## src/hdl/cbm_pkg.sv

```systemverilog
// cbm_pkg: shared types, codes and constants of the cartridge bank mapper.
// Used by cbm_datapath, cbm_ctrl and cartridge_bank_mapper_irq.
`default_nettype none

package cbm_pkg;

	localparam int PRESCALE_PERIOD_DEF = 341;
	localparam int PRESCALE_W          = 9;
	localparam int IRQ_COUNT_W         = 9;
	localparam int MEM_ADDR_W          = 21;

	localparam logic [1:0] OP_READ  = 2'd0;
	localparam logic [1:0] OP_WRITE = 2'd1;
	localparam logic [1:0] OP_TICK  = 2'd2;

	localparam logic [2:0] TGT_NONE  = 3'd0;
	localparam logic [2:0] TGT_CHR   = 3'd1;
	localparam logic [2:0] TGT_SRAM  = 3'd2;
	localparam logic [2:0] TGT_PRG   = 3'd3;
	localparam logic [2:0] TGT_CONST = 3'd4;

	localparam logic        CFG_PRG_COUNT = 1'b0;
	localparam logic        CFG_CHR_COUNT = 1'b1;

	localparam logic [15:0] DEC_MASK     = 16'hF030;
	localparam logic [15:0] DEC_PRG0     = 16'h8000;
	localparam logic [15:0] DEC_PRG1     = 16'h8010;
	localparam logic [15:0] DEC_PRG2     = 16'h9000;
	localparam logic [15:0] DEC_AUD_IDX  = 16'h9010;
	localparam logic [15:0] DEC_AUD_DATA = 16'h9030;
	localparam logic [15:0] DEC_CHR0     = 16'hA000;
	localparam logic [15:0] DEC_CHR1     = 16'hA010;
	localparam logic [15:0] DEC_CHR2     = 16'hB000;
	localparam logic [15:0] DEC_CHR3     = 16'hB010;
	localparam logic [15:0] DEC_CHR4     = 16'hC000;
	localparam logic [15:0] DEC_CHR5     = 16'hC010;
	localparam logic [15:0] DEC_CHR6     = 16'hD000;
	localparam logic [15:0] DEC_CHR7     = 16'hD010;
	localparam logic [15:0] DEC_MIRROR   = 16'hE000;
	localparam logic [15:0] DEC_IRQ_LAT  = 16'hE010;
	localparam logic [15:0] DEC_IRQ_CTRL = 16'hF000;
	localparam logic [15:0] DEC_IRQ_ACK  = 16'hF010;

	localparam logic [7:0]  MIRROR_MASK  = 8'hC3;
	localparam logic [7:0]  RAM_OFF_VAL  = 8'hFF;
	localparam logic [8:0]  IRQ_WRAP     = 9'h100;

	typedef struct packed {
		logic load_in;
		logic mod_start;
		logic commit;
	} cbm_cmd_t;

	typedef struct packed {
		logic need_mod;
		logic mod_done;
	} cbm_stat_t;

endpackage

`default_nettype wire

```

## src/hdl/cartridge_bank_mapper_irq.sv

```systemverilog
// cartridge_bank_mapper_irq: bank-switching cartridge mapper with IRQ timer.
// Instantiates cbm_ctrl and cbm_datapath; depends on cbm_pkg.
//
// Usage:
//   Input channel (in_valid/in_ready) takes one word: op, addr, data. Op is a
//   bus read, a bus write or one timer tick. Output channel (out_valid/
//   out_ready) returns exactly one result word per input word, in order.
//   Config port: cfg_we with cfg_index (0 program bank count, 1 pattern bank
//   count) and cfg_data; the user writes only while the block is idle (unenforced).
// Processing:
//   Words needing a bank modulo (pattern accesses, program reads in the
//   switchable windows) pass through ST_DIV: the bank number goes through
//   an 8-step shift-subtract remainder unit. All other words go from ST_START
//   straight to ST_OUT. One word is in work at a time; the next word is
//   accepted once the result is in the output register.
// Reset: arst_n clears all bank, IRQ and prescaler registers; bank counts
//   reset to 1. No clearing pass.
// Stall: a result held by out_ready low keeps its word in the output
//   register; the next word is processed but waits to commit behind it.
`default_nettype none

module cartridge_bank_mapper_irq #(
	parameter int PRESCALE_PERIOD = cbm_pkg::PRESCALE_PERIOD_DEF
) (
	input  wire logic                      clk,
	input  wire logic                      arst_n,
	input  wire logic                      cfg_we,
	input  wire logic                      cfg_index,
	input  wire logic [7:0]                cfg_data,
	input  wire logic                      in_valid,
	output logic                           in_ready,
	input  wire logic [1:0]                op,
	input  wire logic [15:0]               addr,
	input  wire logic [7:0]                data,
	output logic                           out_valid,
	input  wire logic                      out_ready,
	output logic [2:0]                     target,
	output logic [cbm_pkg::MEM_ADDR_W-1:0] mem_addr,
	output logic                           is_write,
	output logic [7:0]                     write_data,
	output logic [7:0]                     const_value,
	output logic                           audio_write,
	output logic [7:0]                     audio_reg,
	output logic [1:0]                     mirror_mode,
	output logic                           irq_pulse,
	output logic                           unhandled
);

	cbm_pkg::cbm_cmd_t  cmd;
	cbm_pkg::cbm_stat_t stat;

	cbm_ctrl u_ctrl (
		.clk       (clk),
		.arst_n    (arst_n),
		.in_valid  (in_valid),
		.in_ready  (in_ready),
		.out_valid (out_valid),
		.out_ready (out_ready),
		.stat      (stat),
		.cmd       (cmd)
	);

	cbm_datapath #(
		.PRESCALE_PERIOD (PRESCALE_PERIOD)
	) u_dp (
		.clk         (clk),
		.arst_n      (arst_n),
		.cmd         (cmd),
		.stat        (stat),
		.cfg_we      (cfg_we),
		.cfg_index   (cfg_index),
		.cfg_data    (cfg_data),
		.op          (op),
		.addr        (addr),
		.data        (data),
		.target      (target),
		.mem_addr    (mem_addr),
		.is_write    (is_write),
		.write_data  (write_data),
		.const_value (const_value),
		.audio_write (audio_write),
		.audio_reg   (audio_reg),
		.mirror_mode (mirror_mode),
		.irq_pulse   (irq_pulse),
		.unhandled   (unhandled)
	);

endmodule

`default_nettype wire

```

## src/hdl/cbm_mod_unit.sv

```systemverilog
// cbm_mod_unit: 8-bit remainder unit, restoring, one quotient bit per cycle.
// Standalone; used by cbm_datapath for bank-number modulo.
`default_nettype none

module cbm_mod_unit (
	input  wire logic       clk,
	input  wire logic       arst_n,
	input  wire logic       start,
	input  wire logic [7:0] dividend,
	input  wire logic [7:0] divisor,
	output logic [7:0]      remainder,
	output logic            done
);

	logic       busy_q;
	logic       done_q;
	logic [2:0] cnt_q;
	logic [7:0] quo_q;
	logic [7:0] rem_q;
	logic [7:0] div_q;
	logic [8:0] trial;
	logic [7:0] rem_next;

	always_comb begin
		trial = {rem_q, quo_q[7]};
		if (trial >= {1'b0, div_q}) begin
			rem_next = 8'(trial - {1'b0, div_q});
		end else begin
			rem_next = trial[7:0];
		end
	end

	always_ff @(posedge clk or negedge arst_n) begin
		if (!arst_n) begin
			busy_q <= 1'b0;
			done_q <= 1'b0;
			cnt_q  <= '0;
		end else begin
			done_q <= 1'b0;
			if (start) begin
				busy_q <= 1'b1;
				cnt_q  <= '0;
			end else if (busy_q) begin
				cnt_q <= cnt_q + 3'd1;
				if (cnt_q == 3'd7) begin
					busy_q <= 1'b0;
					done_q <= 1'b1;
				end
			end
		end
	end

	always_ff @(posedge clk) begin
		if (start) begin
			quo_q <= dividend;
			div_q <= divisor;
			rem_q <= '0;
		end else if (busy_q) begin
			quo_q <= {quo_q[6:0], 1'b0};
			rem_q <= rem_next;
		end
	end

	assign remainder = rem_q;
	assign done      = done_q;

endmodule

`default_nettype wire

```

## src/hdl/cbm_datapath.sv

```systemverilog
// cbm_datapath: mapper registers, address decode, IRQ timer and result register.
// Depends on cbm_pkg and cbm_mod_unit; driven by cbm_ctrl commands.
`default_nettype none

module cbm_datapath #(
	parameter int PRESCALE_PERIOD = cbm_pkg::PRESCALE_PERIOD_DEF
) (
	input  wire logic                            clk,
	input  wire logic                            arst_n,
	input  wire cbm_pkg::cbm_cmd_t               cmd,
	output cbm_pkg::cbm_stat_t                   stat,
	input  wire logic                            cfg_we,
	input  wire logic                            cfg_index,
	input  wire logic [7:0]                      cfg_data,
	input  wire logic [1:0]                      op,
	input  wire logic [15:0]                     addr,
	input  wire logic [7:0]                      data,
	output logic [2:0]                           target,
	output logic [cbm_pkg::MEM_ADDR_W-1:0]       mem_addr,
	output logic                                 is_write,
	output logic [7:0]                           write_data,
	output logic [7:0]                           const_value,
	output logic                                 audio_write,
	output logic [7:0]                           audio_reg,
	output logic [1:0]                           mirror_mode,
	output logic                                 irq_pulse,
	output logic                                 unhandled
);

	localparam logic [cbm_pkg::PRESCALE_W-1:0] PERIOD = cbm_pkg::PRESCALE_W'(PRESCALE_PERIOD);

	logic [7:0] prg_count_q;
	logic [7:0] chr_count_q;
	logic [7:0] prg_sel_q [3];
	logic [7:0] chr_sel_q [8];
	logic [7:0] mirror_q;
	logic [7:0] aud_idx_q;
	logic [7:0] irq_lat_q;
	logic [7:0] irq_ctrl_q;
	logic [cbm_pkg::IRQ_COUNT_W-1:0] irq_cnt_q;
	logic [cbm_pkg::PRESCALE_W-1:0]  presc_q;

	logic [1:0]  op_q;
	logic [15:0] addr_q;
	logic [7:0]  data_q;

	logic [2:0]  target_q;
	logic [cbm_pkg::MEM_ADDR_W-1:0] mem_addr_q;
	logic        is_write_q;
	logic [7:0]  write_data_q;
	logic [7:0]  const_value_q;
	logic        audio_write_q;
	logic [7:0]  audio_reg_q;
	logic [1:0]  mirror_mode_q;
	logic        irq_pulse_q;
	logic        unhandled_q;

	logic [7:0]  prg_eff, chr_eff;
	logic        is_chr, is_sram, is_prg;
	logic [1:0]  win;
	logic [7:0]  mod_dividend, mod_divisor, mod_rem;
	logic        mod_done;
	logic [7:0]  prg_page;
	logic [15:0] dec;
	logic        dec_hit;
	logic        reg_wr;

	logic [2:0]  r_target;
	logic [cbm_pkg::MEM_ADDR_W-1:0] r_mem_addr;
	logic        r_is_write;
	logic [7:0]  r_write_data;
	logic [7:0]  r_const;
	logic        r_audio;
	logic        r_unhandled;
	logic        r_irq;
	logic [7:0]  mirror_next;

	logic [cbm_pkg::PRESCALE_W-1:0]  presc_inc;
	logic [cbm_pkg::IRQ_COUNT_W-1:0] irq_inc;

	assign prg_eff = (prg_count_q == 8'd0) ? 8'd1 : prg_count_q;
	assign chr_eff = (chr_count_q == 8'd0) ? 8'd1 : chr_count_q;
	assign is_chr  = (addr_q[15:13] == 3'b000);
	assign is_sram = (addr_q[15:13] == 3'b011);
	assign is_prg  = addr_q[15];
	assign win     = addr_q[14:13];

	assign mod_dividend = is_chr ? chr_sel_q[addr_q[12:10]] : prg_sel_q[win];
	assign mod_divisor  = is_chr ? chr_eff : prg_eff;

	assign stat.need_mod =
		(((op_q == cbm_pkg::OP_READ) || (op_q == cbm_pkg::OP_WRITE)) && is_chr)
		|| ((op_q == cbm_pkg::OP_READ) && is_prg && (win != 2'd3));
	assign stat.mod_done = mod_done;

	cbm_mod_unit u_mod (
		.clk       (clk),
		.arst_n    (arst_n),
		.start     (cmd.mod_start),
		.dividend  (mod_dividend),
		.divisor   (mod_divisor),
		.remainder (mod_rem),
		.done      (mod_done)
	);

	assign prg_page = (win == 2'd3) ? 8'(prg_eff - 8'd1) : mod_rem;
	assign dec      = (addr_q | {11'b0, addr_q[3], 4'b0}) & cbm_pkg::DEC_MASK;
	assign reg_wr   = (op_q == cbm_pkg::OP_WRITE) && is_prg;

	always_comb begin
		unique case (dec)
			cbm_pkg::DEC_PRG0, cbm_pkg::DEC_PRG1, cbm_pkg::DEC_PRG2,
			cbm_pkg::DEC_AUD_IDX, cbm_pkg::DEC_AUD_DATA,
			cbm_pkg::DEC_CHR0, cbm_pkg::DEC_CHR1, cbm_pkg::DEC_CHR2, cbm_pkg::DEC_CHR3,
			cbm_pkg::DEC_CHR4, cbm_pkg::DEC_CHR5, cbm_pkg::DEC_CHR6, cbm_pkg::DEC_CHR7,
			cbm_pkg::DEC_MIRROR, cbm_pkg::DEC_IRQ_LAT,
			cbm_pkg::DEC_IRQ_CTRL, cbm_pkg::DEC_IRQ_ACK: dec_hit = 1'b1;
			default: dec_hit = 1'b0;
		endcase
	end

	assign presc_inc = presc_q + cbm_pkg::PRESCALE_W'(1);
	assign irq_inc   = irq_cnt_q + cbm_pkg::IRQ_COUNT_W'(1);

	always_comb begin
		r_target     = cbm_pkg::TGT_NONE;
		r_mem_addr   = '0;
		r_is_write   = 1'b0;
		r_write_data = '0;
		r_const      = '0;
		r_audio      = 1'b0;
		r_unhandled  = 1'b0;
		r_irq        = 1'b0;
		mirror_next  = mirror_q;
		unique case (op_q)
			cbm_pkg::OP_READ: begin
				if (is_chr) begin
					r_target   = cbm_pkg::TGT_CHR;
					r_mem_addr = {3'b000, mod_rem, addr_q[9:0]};
				end else if (is_sram) begin
					if (mirror_q[7]) begin
						r_target   = cbm_pkg::TGT_SRAM;
						r_mem_addr = {8'b0, addr_q[12:0]};
					end else begin
						r_target = cbm_pkg::TGT_CONST;
						r_const  = cbm_pkg::RAM_OFF_VAL;
					end
				end else if (is_prg) begin
					r_target   = cbm_pkg::TGT_PRG;
					r_mem_addr = {prg_page, addr_q[12:0]};
				end else begin
					r_target    = cbm_pkg::TGT_CONST;
					r_unhandled = 1'b1;
				end
			end
			cbm_pkg::OP_WRITE: begin
				if (is_chr) begin
					r_target     = cbm_pkg::TGT_CHR;
					r_mem_addr   = {3'b000, mod_rem, addr_q[9:0]};
					r_is_write   = 1'b1;
					r_write_data = data_q;
				end else if (is_sram) begin
					if (mirror_q[7]) begin
						r_target     = cbm_pkg::TGT_SRAM;
						r_mem_addr   = {8'b0, addr_q[12:0]};
						r_is_write   = 1'b1;
						r_write_data = data_q;
					end
				end else if (is_prg) begin
					r_unhandled = !dec_hit;
					if (dec == cbm_pkg::DEC_AUD_DATA) begin
						r_write_data = data_q;
						r_audio      = 1'b1;
					end
					if (dec == cbm_pkg::DEC_MIRROR) begin
						mirror_next = data_q & cbm_pkg::MIRROR_MASK;
					end
				end else begin
					r_unhandled = 1'b1;
				end
			end
			cbm_pkg::OP_TICK: begin
				r_irq = irq_ctrl_q[1] && (presc_inc >= PERIOD) && (irq_inc == cbm_pkg::IRQ_WRAP);
			end
			default: begin
			end
		endcase
	end

	always_ff @(posedge clk or negedge arst_n) begin
		if (!arst_n) begin
			prg_count_q <= 8'd1;
			chr_count_q <= 8'd1;
			for (int i = 0; i < 3; i++) prg_sel_q[i] <= '0;
			for (int i = 0; i < 8; i++) chr_sel_q[i] <= '0;
			mirror_q   <= '0;
			aud_idx_q  <= '0;
			irq_lat_q  <= '0;
			irq_ctrl_q <= '0;
			irq_cnt_q  <= '0;
			presc_q    <= '0;
		end else begin
			if (cfg_we) begin
				if (cfg_index == cbm_pkg::CFG_PRG_COUNT) begin
					prg_count_q <= cfg_data;
				end else begin
					chr_count_q <= cfg_data;
				end
			end
			if (cmd.commit) begin
				mirror_q <= mirror_next;
				if (reg_wr) begin
					unique case (dec)
						cbm_pkg::DEC_PRG0:    prg_sel_q[0] <= data_q;
						cbm_pkg::DEC_PRG1:    prg_sel_q[1] <= data_q;
						cbm_pkg::DEC_PRG2:    prg_sel_q[2] <= data_q;
						cbm_pkg::DEC_AUD_IDX: aud_idx_q    <= data_q;
						cbm_pkg::DEC_CHR0:    chr_sel_q[0] <= data_q;
						cbm_pkg::DEC_CHR1:    chr_sel_q[1] <= data_q;
						cbm_pkg::DEC_CHR2:    chr_sel_q[2] <= data_q;
						cbm_pkg::DEC_CHR3:    chr_sel_q[3] <= data_q;
						cbm_pkg::DEC_CHR4:    chr_sel_q[4] <= data_q;
						cbm_pkg::DEC_CHR5:    chr_sel_q[5] <= data_q;
						cbm_pkg::DEC_CHR6:    chr_sel_q[6] <= data_q;
						cbm_pkg::DEC_CHR7:    chr_sel_q[7] <= data_q;
						cbm_pkg::DEC_IRQ_LAT: irq_lat_q    <= data_q;
						cbm_pkg::DEC_IRQ_CTRL: begin
							irq_ctrl_q <= data_q;
							presc_q    <= '0;
							if (data_q[1]) begin
								irq_cnt_q <= {1'b0, irq_lat_q};
							end
						end
						cbm_pkg::DEC_IRQ_ACK: irq_ctrl_q[1] <= irq_ctrl_q[0];
						default: begin
						end
					endcase
				end
				if ((op_q == cbm_pkg::OP_TICK) && irq_ctrl_q[1]) begin
					if (presc_inc >= PERIOD) begin
						presc_q <= presc_inc - PERIOD;
						if (irq_inc == cbm_pkg::IRQ_WRAP) begin
							irq_cnt_q <= {1'b0, irq_lat_q};
						end else begin
							irq_cnt_q <= irq_inc;
						end
					end else begin
						presc_q <= presc_inc;
					end
				end
			end
		end
	end

	always_ff @(posedge clk) begin
		if (cmd.load_in) begin
			op_q   <= op;
			addr_q <= addr;
			data_q <= data;
		end
		if (cmd.commit) begin
			target_q      <= r_target;
			mem_addr_q    <= r_mem_addr;
			is_write_q    <= r_is_write;
			write_data_q  <= r_write_data;
			const_value_q <= r_const;
			audio_write_q <= r_audio;
			audio_reg_q   <= r_audio ? aud_idx_q : 8'd0;
			mirror_mode_q <= mirror_next[1:0];
			irq_pulse_q   <= r_irq;
			unhandled_q   <= r_unhandled;
		end
	end

	assign target      = target_q;
	assign mem_addr    = mem_addr_q;
	assign is_write    = is_write_q;
	assign write_data  = write_data_q;
	assign const_value = const_value_q;
	assign audio_write = audio_write_q;
	assign audio_reg   = audio_reg_q;
	assign mirror_mode = mirror_mode_q;
	assign irq_pulse   = irq_pulse_q;
	assign unhandled   = unhandled_q;

endmodule

`default_nettype wire

```

## src/hdl/cbm_ctrl.sv

```systemverilog
// cbm_ctrl: sequencer for one word at a time and the result valid flag.
// Depends on cbm_pkg; commands cbm_datapath.
`default_nettype none

module cbm_ctrl (
	input  wire logic               clk,
	input  wire logic               arst_n,
	input  wire logic               in_valid,
	output logic                    in_ready,
	output logic                    out_valid,
	input  wire logic               out_ready,
	input  wire cbm_pkg::cbm_stat_t stat,
	output cbm_pkg::cbm_cmd_t       cmd
);

	localparam logic [1:0] ST_IDLE  = 2'd0;
	localparam logic [1:0] ST_START = 2'd1;
	localparam logic [1:0] ST_DIV   = 2'd2;
	localparam logic [1:0] ST_OUT   = 2'd3;

	logic [1:0] state_q;
	logic [1:0] state_d;
	logic       out_valid_q;
	logic       slot_free;

	assign slot_free = !out_valid_q || out_ready;
	assign in_ready  = (state_q == ST_IDLE);

	always_comb begin
		state_d       = state_q;
		cmd.load_in   = 1'b0;
		cmd.mod_start = 1'b0;
		cmd.commit    = 1'b0;
		unique case (state_q)
			ST_IDLE: begin
				if (in_valid) begin
					cmd.load_in = 1'b1;
					state_d     = ST_START;
				end
			end
			ST_START: begin
				if (stat.need_mod) begin
					cmd.mod_start = 1'b1;
					state_d       = ST_DIV;
				end else begin
					state_d = ST_OUT;
				end
			end
			ST_DIV: begin
				if (stat.mod_done) begin
					state_d = ST_OUT;
				end
			end
			ST_OUT: begin
				if (slot_free) begin
					cmd.commit = 1'b1;
					state_d    = ST_IDLE;
				end
			end
		endcase
	end

	always_ff @(posedge clk or negedge arst_n) begin
		if (!arst_n) begin
			state_q     <= ST_IDLE;
			out_valid_q <= 1'b0;
		end else begin
			state_q <= state_d;
			if (cmd.commit) begin
				out_valid_q <= 1'b1;
			end else if (out_ready) begin
				out_valid_q <= 1'b0;
			end
		end
	end

	assign out_valid = out_valid_q;

endmodule

`default_nettype wire

```

## config.mk

```make
export PLATFORM = sky130hd
export DESIGN_NAME = cartridge_bank_mapper_irq
export DESIGN_NICKNAME = d
export VERILOG_FILES = /design/src/hdl/cbm_pkg.sv /design/src/hdl/cartridge_bank_mapper_irq.sv /design/src/hdl/cbm_mod_unit.sv /design/src/hdl/cbm_datapath.sv /design/src/hdl/cbm_ctrl.sv
export SDC_FILE = /design/constraint.sdc
export NUM_CORES = 1
export LEC_CHECK = 0
export BUFFER_PORTS_ARGS = -buffer_cell sky130_fd_sc_hd__buf_2
export CORE_UTILIZATION = 65
export CTS_BUF_LIST = sky130_fd_sc_hd__clkbuf_16
export CTS_CLUSTER_SIZE = 40
export DETAILED_ROUTE_END_ITERATION = 16
export PLACE_DENSITY = 0.93
export SLEW_MARGIN = 20
export SYNTH_ARGS = -nofsm -noshare
export SYNTH_HDL_FRONTEND = slang
export SYNTH_SLANG_ARGS = --single-unit
```

## constraint.sdc

```tcl
create_clock -name clk -period 8.09 [get_ports clk]
set_clock_uncertainty 0.05 [all_clocks]
set_input_delay 0.809 -clock clk [delete_from_list [all_inputs] [get_ports clk]]
set_output_delay 0.809 -clock clk [all_outputs]
set_load 0.005 [all_outputs]
```

==> summary.md <==
| Metric | Value |
|---|---|
| Half-perimeter wire length of the detailed placement result | 18.7 mm |
| Fraction of power consumed by sequential logic | 46.9% |
| CTS Hold Buffers Added | 0 |
| Root buf cell | sky130_fd_sc_hd__clkbuf_16 |
| Number of rows created at floorplan | 49 |
| Number of standard cells in the layout, taps in and fillers out | between 1,000 and 1,500 |
| CP Max Fanout | 20 |
| Number of gates resized after CTS | 0 |
| Total congestion overflow | 0 |
| Layout Area Growth over Synthesis | 12.3% |
| Type of the tightest min-delay check | primary input to async pin |
| Cell type with the largest total area after synthesis | sky130_fd_sc_hd__dfrtp_1 |
| Pwr per Cell Area | 286 nW/µm² |
| Number of H-tree branching levels | 1 |
| Max FFs per register | 64 |
| Via density | 6.58 |
| Final number of hold-violating endpoints | 0 |
| Initial antenna violation count | 0 |
| Max-cap check violation count | 0 |
| Part of the total power dissipated in the clock network | approximately a third |
| Top FF cell, synth | sky130_fd_sc_hd__dfrtp_1 |
| Final worst path period share | about two fifths |
| Share of power burned in combinational logic | between 20% and 30% |
| Antenna cell count | 0 |
| Number of max-slew violations in the final report | 0 |
| Chip height | 137 µm |
| Synthesis Warnings | 0 |
| Via count of the first global-routing pass | 8,184 |
| WP data required | 8.39 ns |
| Post-CTS Setup Repair Bufs | 0 |
| Final Setup Violations | 0 |
| Number of clock sinks | approximately 250 |
| Top cells by area in the synthesized netlist | sky130_fd_sc_hd__dfrtp_1, sky130_fd_sc_hd__edfxtp_1, sky130_fd_sc_hd__mux2_2 |
| Slew Limit Headroom | 35.9% |
| Class of the most critical setup path | register to register |
| Post-route ant nets | 0 |
| TritonCTS clock tree | done |
| Switching part of the total power | 30.5% |
| Number of library cell types mapped by synthesis | 76 |
| FFs w/ async S/R, synth | 60.9% |
| Synth top area share | 31.4% |
| Max clock buf depth | 3 |
| Maximum number of pins on one net before global-route repair | 87 |
| Residual DRC | 0 |
| Port Buf Inserts | 95 |
| Boundary pin count | 96 |
| Initial drt markers | 765 |
| Nets | 1,090 |
| Final routed wirelength across all metal layers | 28.0 mm |
| Sequential cell area fraction in the yosys report | between 50% and 60% |
| DR WL/cell | 21.9 µm |
| DR pass1 iterations | 5 |
| Peak supply drop | 271 µV |
| Cells after DPL | 1,230 |
| Core region area | about 18,000 µm² |
| Initial core utilization | ~66% |
| Post-synthesis cell count | roughly 950 |
| Post-synthesis instance area | 11,900 µm² |
| Fin crit period | 3.23 ns |
| Category of the worst setup path launch point | register |
| Total CTS buffers | 26 |
| Worst setup EP type | register |
| Count of flip-flops with a built-in enable after synthesis | 89 |
| Clk Latency, worst-skew pair | approximately 0.53 ns |
| Clock transition at the registers of the reported paths | 0.06 ns |
| Arrival time at the worst endpoint | 3.53 ns |
| Die Area | ~19,000 µm² |
| Slew @ Worst Pin | between 0.9 and 1 ns |
| Reg with most FFs | u_dp.chr_sel_q |
| Most used standard cells in the synthesized netlist | sky130_fd_sc_hd__dfrtp_1, sky130_fd_sc_hd__mux2_2, sky130_fd_sc_hd__edfxtp_1 |
| Int Power | between 2000 and 3000 µW |
| Placer congestion estimate | 0.895 |
| Total via count in the routed design | 8,420 |
| RSZ-0062 raised after global routing | no |
| Post-Route Setup TNS | 0 ns |
| Most repeated cell in the gate-level netlist after synthesis | sky130_fd_sc_hd__dfrtp_1 |
| Leakage power | 0.00583 µW |
| Number of nets produced by synthesis | 1,014 |
| Layout cell share with drive strength beyond 1 | between 30% and 40% |
| Switching power summed over all nets | between 1000 and 1500 µW |
| GRT Overall Usage | 30.4% |
| Outcome | completed |
| Post-Syn Area per Cell | 12.5 µm² |
| Post-synthesis register bit count | 248 |
| Final core area utilization | roughly 74% |
| Horizontal extent of the die | 137 µm |
| Maximum achievable frequency | a little over 0.3 GHz |
| Wire length of the first global-routing pass | roughly 43 mm |
==> placed cells by master (no fill, tap or decap), types with 7 or more instances in the layout <==
cell and instances:
sky130_fd_sc_hd__xnor2_1 12, sky130_fd_sc_hd__clkbuf_16 27, sky130_fd_sc_hd__mux2i_1 11, sky130_fd_sc_hd__nand3_1 12, sky130_fd_sc_hd__a211oi_1 13, sky130_fd_sc_hd__edfxtp_1 89, sky130_fd_sc_hd__clkinv_1 7, sky130_fd_sc_hd__a22oi_1 12
sky130_fd_sc_hd__mux4_2 16, sky130_fd_sc_hd__nand2_1 63, sky130_fd_sc_hd__xor2_1 7, sky130_fd_sc_hd__o22ai_1 8, sky130_fd_sc_hd__mux2_2 140, sky130_fd_sc_hd__nand2b_1 10, sky130_fd_sc_hd__o211ai_1 10, sky130_fd_sc_hd__a221oi_1 10
sky130_fd_sc_hd__buf_2 94, sky130_fd_sc_hd__a21oi_1 23, sky130_fd_sc_hd__ha_1 19, sky130_fd_sc_hd__inv_1 39, sky130_fd_sc_hd__nor2_1 65, sky130_fd_sc_hd__and2_1 35, sky130_fd_sc_hd__o21ai_0 39, sky130_fd_sc_hd__nor3_1 9
sky130_fd_sc_hd__nor4_1 7, sky130_fd_sc_hd__or3_1 8, sky130_fd_sc_hd__dfrtp_1 149, sky130_fd_sc_hd__dfxtp_1 8
==> power groups by stage <==
| stage | logic (µW) | registers [µW] | clock network, µW |
|---|---|---|---|
| 3_5_place_dp | 789 | 1800 | 0 |
| 5_1_grt | 892 | 1810 | 1260 |
| 2_1_floorplan | 594 | 1700 | 0 |
| 3_3_place_gp | 744 | 1780 | 0 |
| 4_1_cts | 799 | 1780 | 1210 |
| 6_report | 810 | 1790 | 1210 |
==> metrics by stage <==
stage          power [µW]  cell area [µm²]  hold WS (ns)  worst slack (ns)
2_1_floorplan        2290            11900         0.390              4.65
3_3_place_gp         2520            12500         0.402              4.79
3_5_place_dp         2590            12500         0.412              4.61
4_1_cts              3790            13300         0.322              4.93
5_1_grt              3960            13300         0.360              4.62
6_report             3810            13300         0.300              4.86
==> cell families after synthesis <==
| logic type | after synthesis | share of synthesized area [%] |
|---|---|---|
| muxes | 167 | 17.2 |
| DFF | 248 | 55.7 |
| buffers and inverters | 88 | 3.14 |
| AOI/OAI and AO/OA | 170 | 10.1 |
| adders and majority gates | 20 | 2.17 |
| xor gates and xnor gates | 19 | 1.40 |
| and+or+nand+nor | 242 | 10.3 |
==> worst max-delay path, cell delays in order, from the launching register on <==
cell                        delay, ns
sky130_fd_sc_hd__edfxtp_1        0.80
sky130_fd_sc_hd__nand2b_1        0.26
sky130_fd_sc_hd__o22ai_1         0.11
sky130_fd_sc_hd__nand3b_1        0.52
sky130_fd_sc_hd__inv_1           0.56
sky130_fd_sc_hd__a2111oi_0       0.74
==> layout make-up <==
| class | count | area (µm²) |
|---|---|---|
| Inverter | 34 | 128 |
| Clock buffer | 27 | 676 |
| Multi-Input combinational cell | 618 | 4900 |
| Clock inverter | 21 | 195 |
| Fill cell | 1061 | 4620 |
| Sequential cell | 248 | 6610 |
| Tap cell | 229 | 287 |
| Timing Repair Buffer | 102 | 542 |
==> worst paths after layout <==
check,startpoint,end,cells past startpoint,slack (ns)
setup reg to reg,u_dp.addr_q[14]$_DFFE_PP_,u_dp.u_mod.remainder[7]$_SDFFE_PP0P_,5,4.86
hold / removal,arst_n,u_dp.chr_sel_q[1]$_DFFE_PN0P_,1,0.30
min in group clk,addr[0],u_dp.addr_q[0]$_DFFE_PP_,1,0.40
max in group asynchronous,arst_n,u_dp.presc_q[5]$_DFFE_PN0P_,2,6.30
setup / recovery,u_dp.addr_q[14]$_DFFE_PP_,u_dp.u_mod.remainder[7]$_SDFFE_PP0P_,5,4.86
hold reg to reg,u_dp.mirror_q[1]$_DFFE_PN0P_,u_dp.mirror_q[1]$_DFFE_PN0P_,2,0.44
==> per-layer routing <==
layer	part of all wire (%)	routed length, µm	track usage (%)	vias up
met1	40	11100	41.1	4168
met3	9.2	2590	6.29	100
met2	48	13400	48.9	485
li1	-	-	-	3667
met5	0	0	0	-
met4	3.5	969	11.1	0
No activity file was read; power rests on OpenSTA's default activity.
